File: src/sv/imh_pkg.sv
// ----------------------------------------------------------------------------
// imh_pkg: shared types and constants of the indexed min-heap
// Request and response payloads, status codes, modes and the
// controller/datapath command and status structs.
// ----------------------------------------------------------------------------
package imh_pkg;

   localparam int CAPACITY   = 256;
   localparam int KEY_BITS   = 32;
   localparam int HANDLES    = 256;
   localparam int SLOT_W     = $clog2(CAPACITY);
   localparam int COUNT_W    = $clog2(CAPACITY + 1);
   localparam int HANDLE_W   = 8;
   localparam int OUT_KEY_W  = 32;

   typedef logic [1:0] mode_type;
   localparam mode_type MODE_INSERT = 2'd0;
   localparam mode_type MODE_REMOVE = 2'd1;

   typedef logic [1:0] status_type;
   localparam status_type ST_OK      = 2'd0;
   localparam status_type ST_FULL    = 2'd1;
   localparam status_type ST_ABSENT  = 2'd2;
   localparam status_type ST_PRESENT = 2'd3;

   typedef struct packed {
      logic [1:0]  mode;
      logic [7:0]  handle_id;
      logic [31:0] sort_key;
   } req_type;

   typedef struct packed {
      logic [7:0]  min_handle;
      logic [31:0] min_key;
      logic        heap_empty;
      logic [8:0]  entry_total;
      logic [1:0]  status;
   } rsp_type;

   // Datapath operation codes issued by the controller
   typedef enum logic [3:0] {
      OP_NONE,
      OP_LATCH,      // capture request, read flag/position of handle
      OP_INSERT,     // write new entry at last slot
      OP_REMOVE,     // clear flag, decrement, read handle of last slot
      OP_RD_CUR,     // read handle at cur slot
      OP_RD_PAR,     // read handle at parent / left child
      OP_RD_RGT,     // read handle at right child
      OP_KEYS,       // keys of cur and other handle(s) are registered
      OP_SWAP_A,     // write cur slot with other handle
      OP_SWAP_B,     // write other slot with cur handle, move cur
      OP_RD_TOP,     // read slot 0
      OP_RD_TKEY,    // read key of top
      OP_FILL        // write the moved last-slot handle into the hole
   } op_type;

   typedef struct packed {
      op_type op;
      logic   use_right;  // swap target is the right child
      logic   go_down;    // sifting downwards: other slot is the left child
   } dp_cmd_type;

   typedef struct packed {
      logic present;      // present flag of request handle
      logic full;
      logic cnt_zero;
      logic hole_last;    // removed slot is the last slot
      logic cur_root;     // cur slot is 0
      logic has_left;
      logic has_right;
      logic lt_par;       // key(cur) < key(other)
      logic rgt_lt_best;  // key(right) < min(key(cur), key(left))
      logic left_lt_cur;
   } dp_stat_type;

endpackage

File: src/sv/imh_control.sv
// ----------------------------------------------------------------------------
// imh_control: sequencer for insert, remove and sift operations
// Walks the heap one level per pass, issuing datapath commands.
// ----------------------------------------------------------------------------
module imh_control (
   input  logic                 clock,
   input  logic                 reset,
   input  logic                 start,
   input  imh_pkg::mode_type    req_mode,
   input  imh_pkg::dp_stat_type stat,
   output imh_pkg::dp_cmd_type  cmd,
   output logic                 busy,
   output logic                 rsp_fire,
   output imh_pkg::status_type  status
);
   import imh_pkg::*;

   typedef enum logic [4:0] {
      S_IDLE, S_CHECK, S_CHECK2, S_INS, S_RM, S_RMW, S_CUR, S_PAR, S_RGT,
      S_KEYS, S_DEC, S_SWA, S_SWB, S_TOP, S_TKEY, S_RSP
   } state_type;

   state_type  state_ff;
   mode_type   mode_ff;
   status_type status_ff;
   logic       down_ff;    // sifting downwards
   logic       first_ff;   // first compare after a removal
   logic       right_ff;

   assign busy   = (state_ff != S_IDLE);
   assign status = status_ff;
   assign rsp_fire = (state_ff == S_RSP);

   always_comb begin
      cmd.use_right = right_ff;
      cmd.go_down   = down_ff;
      case (state_ff)
         S_IDLE:  cmd.op = start ? OP_LATCH : OP_NONE;
         S_INS:   cmd.op = OP_INSERT;
         S_RM:    cmd.op = OP_REMOVE;
         S_RMW:   cmd.op = OP_FILL;
         S_CUR:   cmd.op = OP_RD_CUR;
         S_PAR:   cmd.op = OP_RD_PAR;
         S_RGT:   cmd.op = OP_RD_RGT;
         S_KEYS:  cmd.op = OP_KEYS;
         S_SWA:   cmd.op = OP_SWAP_A;
         S_SWB:   cmd.op = OP_SWAP_B;
         S_TOP:   cmd.op = OP_RD_TOP;
         S_TKEY:  cmd.op = OP_RD_TKEY;
         default: cmd.op = OP_NONE;
      endcase
   end

   always_ff @(posedge clock) begin
      if (reset) begin
         state_ff  <= S_IDLE;
         mode_ff   <= MODE_INSERT;
         status_ff <= ST_OK;
         down_ff   <= 1'b0;
         first_ff  <= 1'b0;
         right_ff  <= 1'b0;
      end else begin
         case (state_ff)
            S_IDLE: begin
               if (start) begin
                  mode_ff   <= req_mode;
                  status_ff <= ST_OK;
                  state_ff  <= S_CHECK;
               end
            end
            S_CHECK: begin
               // position table read lands next cycle
               state_ff <= S_CHECK2;
            end
            S_CHECK2: begin
               down_ff <= 1'b0;
               right_ff <= 1'b0;
               if (mode_ff == MODE_INSERT) begin
                  if (stat.present) begin
                     status_ff <= ST_PRESENT;
                     state_ff  <= S_TOP;
                  end else if (stat.full) begin
                     status_ff <= ST_FULL;
                     state_ff  <= S_TOP;
                  end else begin
                     first_ff <= 1'b0;
                     state_ff <= S_INS;
                  end
               end else if (mode_ff == MODE_REMOVE) begin
                  if (!stat.present || stat.cnt_zero) begin
                     status_ff <= ST_ABSENT;
                     state_ff  <= S_TOP;
                  end else begin
                     first_ff <= 1'b1;
                     state_ff <= S_RM;
                  end
               end else begin
                  state_ff <= S_TOP;
               end
            end
            S_INS: state_ff <= S_CUR;
            S_RM: begin
               // count already decremented next cycle; hole_last compares to new count
               state_ff <= S_RMW;
            end
            S_RMW: state_ff <= stat.hole_last ? S_TOP : S_CUR;
            S_CUR: state_ff <= S_PAR;
            S_PAR: begin
               // up: other=parent (left child at the root); down: other=left child
               state_ff <= S_RGT;
            end
            S_RGT: state_ff <= S_KEYS;
            S_KEYS: state_ff <= S_DEC;
            S_DEC: begin
               if (!down_ff && !stat.cur_root && stat.lt_par) begin
                  // rises: swap with parent
                  first_ff <= 1'b0;
                  right_ff <= 1'b0;
                  state_ff <= S_SWA;
               end else if (!down_ff && !first_ff) begin
                  right_ff <= 1'b0;
                  state_ff <= S_TOP;
               end else if (!down_ff && !stat.cur_root) begin
                  // removal that did not rise: re-read with left child
                  down_ff  <= 1'b1;
                  first_ff <= 1'b0;
                  right_ff <= 1'b0;
                  state_ff <= S_CUR;
               end else begin
                  // downward step
                  down_ff  <= 1'b1;
                  first_ff <= 1'b0;
                  right_ff <= stat.rgt_lt_best;
                  if (stat.rgt_lt_best || stat.left_lt_cur) begin
                     state_ff <= S_SWA;
                  end else begin
                     state_ff <= S_TOP;
                  end
               end
            end
            S_SWA: state_ff <= S_SWB;
            S_SWB: state_ff <= S_CUR;
            S_TOP: state_ff <= S_TKEY;
            S_TKEY: state_ff <= S_RSP;
            S_RSP: state_ff <= S_IDLE;
            default: state_ff <= S_IDLE;
         endcase
      end
   end

`ifndef SYNTHESIS
   a_busy_after_start: assert property (@(posedge clock) disable iff (reset)
      (start && !busy) |=> busy) else $error("start not taken");
   a_rsp_one_cycle: assert property (@(posedge clock) disable iff (reset)
      rsp_fire |=> !rsp_fire) else $error("response held");
   a_rsp_then_idle: assert property (@(posedge clock) disable iff (reset)
      rsp_fire |=> !busy) else $error("not idle after response");
`endif

endmodule

File: config.mk
export PLATFORM = sky130hd
export DESIGN_NAME = imh_control
export DESIGN_NICKNAME = d
export VERILOG_FILES = /design/src/sv/imh_pkg.sv /design/src/sv/imh_control.sv
export SDC_FILE = /design/constraint.sdc
export NUM_CORES = 1
export LEC_CHECK = 0
export BUFFER_PORTS_ARGS = -buffer_cell sky130_fd_sc_hd__buf_2
export CAP_MARGIN = 20
export CORE_AREA = 5 5 52 54
export DETAILED_ROUTE_END_ITERATION = 8
export DIE_AREA = 0 0 57 59
export SETUP_SLACK_MARGIN = 0.1
export SYNTH_ARGS = -nofsm -noshare
export SYNTH_HDL_FRONTEND = slang
export SYNTH_SLANG_ARGS = --single-unit
File: constraint.sdc
create_clock -name clock -period 2.3 [get_ports clock]
set_input_delay 0.345 -clock clock [delete_from_list [all_inputs] [get_ports clock]]
set_output_delay 0.345 -clock clock [all_outputs]
set_load 0.01 [all_outputs]
==> flow_summary.yaml <==
status:
  outcome: "finished clean"
placed_design:
  dp_hpwl_mm: 1.67
  portBuffers: 22
  gp_congestion: 0.827
  dp.cells: 155
  preCtsSetupSlack_ns: 0.463
finish:
  n_antenna_cell: 0
  drive_above_1_share_pct: 26.7
  syn2layout_area_growth_pct: 16.5
  final_common_cell: "buf_2"
  final_cell_mix: "buf_2, nor2_1, a21oi_1, dfxtp_1, nand2_1"
  stdcell_count: 159
  nets: 147
  fin_util_pct: 45.9
yosys:
  syn_nets: 127
  ys_ff_latch: 11
  yosys.area.top_type: "dfxtp_1"
  ys_top_cells_by_area: "dfxtp_1, a21oi_1, nor2_1"
  post-synth-top-area-fraction_pct: 25.8
  yosysWarnings: 0
  syn_area_um2: 855
  avgSynthCellArea_um2: 7.63
  synth_cell_types: 42
  synthCells: 112
  ys_seq_area_share_pct: 25.8
sta:
  slew_headroom_pct: 63.5
  min_period_ns: 2.00
  final-hold-violation-count: 0
  setup_viol: 0
  maxSlewViolCount: 0
  rsz0062_at_grt: "false"
  tightest_slew_ns: 0.547
  fin_tns_setup_ns: 0
  hold_ws_ns: 0.311
  max_freq_mhz: 500
  post-route-period-util_pct: 86.9
  skew_ns: 0.00762
  setup_ws_ns: 0.302
die:
  core_area_um2: 2170
  die_area_um2: 3360
  die_w_um: 57
  die_y_um: 59
  start_util_pct: 39.4
  ios: 25
  rows: 17
clocking:
  cts_buffers: 3
  cts_num_sinks: 11
  cts_root_buf: "clkbuf_4"
  cts.path.max_buffers: 2
  post_cts_resized: 0
  htree_levels: 1
  cts_hold_buf: 0
  post_cts_buffers: 0
  cts_tree: "done"
  path_clk_slew_ns: 0.07
  clock_latency_ns: 0.27
drt:
  drc: 0
  ant_nets: 0
  drt-total-wl_mm: 2.15
  viasPerCell: 5.53
  dr.pass1.iters: 4
  num_vias: 880
  first_iter_violations: 11
  drt-wirelength-per-cell_um: 13.5
setup_path:
  end_kind: "output port"
  criticalPathCategory: "reg2out"
  reg2regPathDepth: 4
  timing.rr.end: "first_ff"
  crit_arrival_ns: 1.65
  crit_start: "state_ff[2]"
  timing.critical_path.fanout_max: 17
  cp.required_ns: 1.96
  r2r_setup_slack_ns: 0.47
  timing.rr.start: "state_ff[1]"
  cp-start-kind: "register"
hold_path:
  min_to: "mode_ff[0]"
  min_path_type: "in2reg"
  hp-start: "req_mode[0]"
  holdPathStages: 3
pwr:
  leakage_nw: 0.388
  p_sw_share_pct: 35.2
  p_seq_share_pct: 42.8
  p_per_area_nw_per_um2: 554
  peakVddDrop_v: 0.000355
  p_sw_uw: 194
  p_int_uw: 357
  p_comb_share_pct: 33.0
  clkPwrFrac_pct: 24.1
grt:
  grt_pass1_vias: 816
  grt_max_degree: 18
  globalRouteTotalUtil_pct: 13.6
  grt_overflow: 0
  grt_pass1_wl_mm: 3.62
  antenna_found_initial: 0
run:
  maxCapViolCount: 0
Yosys cell counts:
| cell | number |
|---|---|
| a211o_1 | 2 |
| a211oi_1 | 1 |
| a21o_1 | 2 |
| a21oi_1 | 11 |
| a311oi_1 | 1 |
| a31oi_1 | 5 |
| and3_1 | 1 |
| and4_4 | 1 |
| buf_2 | 6 |
| buf_4 | 2 |
| clkbuf_1 | 2 |
| dfxtp_1 | 11 |
| inv_1 | 1 |
| inv_2 | 1 |
| mux2_1 | 1 |
| mux2i_1 | 4 |
| nand2_1 | 6 |
| nand2b_1 | 4 |
| nand3_2 | 1 |
| nand3b_1 | 2 |
| nand4_1 | 1 |
| nor2_1 | 14 |
| nor2b_1 | 2 |
| nor3_1 | 3 |
| nor3b_1 | 2 |
| nor3b_2 | 1 |
| nor4_1 | 1 |
| nor4_2 | 1 |
| nor4b_1 | 1 |
| nor4b_2 | 1 |
| o211ai_1 | 3 |
| o21a_1 | 1 |
| o21ai_0 | 5 |
| o21ai_1 | 1 |
| o221ai_1 | 1 |
| o22ai_1 | 1 |
| o311ai_0 | 1 |
| or3_1 | 2 |
| or3b_1 | 1 |
| or4_1 | 1 |
| or4_4 | 1 |
| xnor2_1 | 2 |
registers in the layout, summed over array words and instances, names as in the netlist:
register and cells:
state_ff 4, mode_ff 2, status 2, down_ff 1, first_ff 1, right_ff 1
power by group through the flow:
stage | Combinational (mW) | Clock, mW | Sequential, mW
6_report | 0.182 | 0.133 | 0.236
5_1_grt | 0.202 | 0.146 | 0.242
4_1_cts | 0.184 | 0.136 | 0.236
3_5_place_dp | 0.183 | 0 | 0.240
3_3_place_gp | 0.180 | 0 | 0.241
2_1_floorplan | 0.145 | 0 | 0.221
cell type report:
cell class / count / area (um^2)
fill: 255 / 1170
tap: 28 / 35.0
inverter: 2 / 7.51
clock buffer: 4 / 26.3
timing repair buffer: 25 / 133
sequential: 11 / 220
multi-input combinational: 89 / 574
metrics by stage:
step / cell area (um^2) / power [mW]
2_1_floorplan: 855 / 0.366
3_3_place_gp: 970 / 0.421
3_5_place_dp: 970 / 0.423
4_1_cts: 996 / 0.556
5_1_grt: 996 / 0.590
6_report: 996 / 0.552
cells by family (layout without fill, tap and decap cells):
kind of cell | count (synthesis) | after routing | share of synthesized area [%]
flops | 11 | 11 | 25.8
mux | 5 | 5 | 6.00
simple gates | 47 | 47 | 33.5
compound gates | 35 | 35 | 25.6
xor+xnor | 2 | 2 | 2.05
buf+inv | 12 | 31 | 7.03
routing by layer:
| metal | vias to the layer above | track usage, % | wire length (um) |
|---|---|---|---|
| li1 | 455 | - | - |
| met1 | 406 | 17.0 | 985 |
| met2 | 19 | 23.0 | 1060 |
| met3 | 0 | 5.01 | 97 |
| met4 | 0 | 1.99 | 0 |
| met5 | - | 0 | 0 |
how the worst max path moves through the flow:
stage	end	slack [ns]	cells after the start
global placement	first_ff	0.51	4
finish	cmd[2]	0.30	4
global route	cmd[5]	0.15	5
CTS	cmd[2]	0.31	4
floorplan	cmd[3]	0.78	5
detailed placement	first_ff	0.46	4
worst max-delay path, cell delays in order, from the launching register on:
cell,delay [ns]
dfxtp_1,0.67
nand2b_1,0.31
o221ai_1,0.14
o21a_1,0.13
buf_2,0.13
Power figures use the tool's default switching activity.
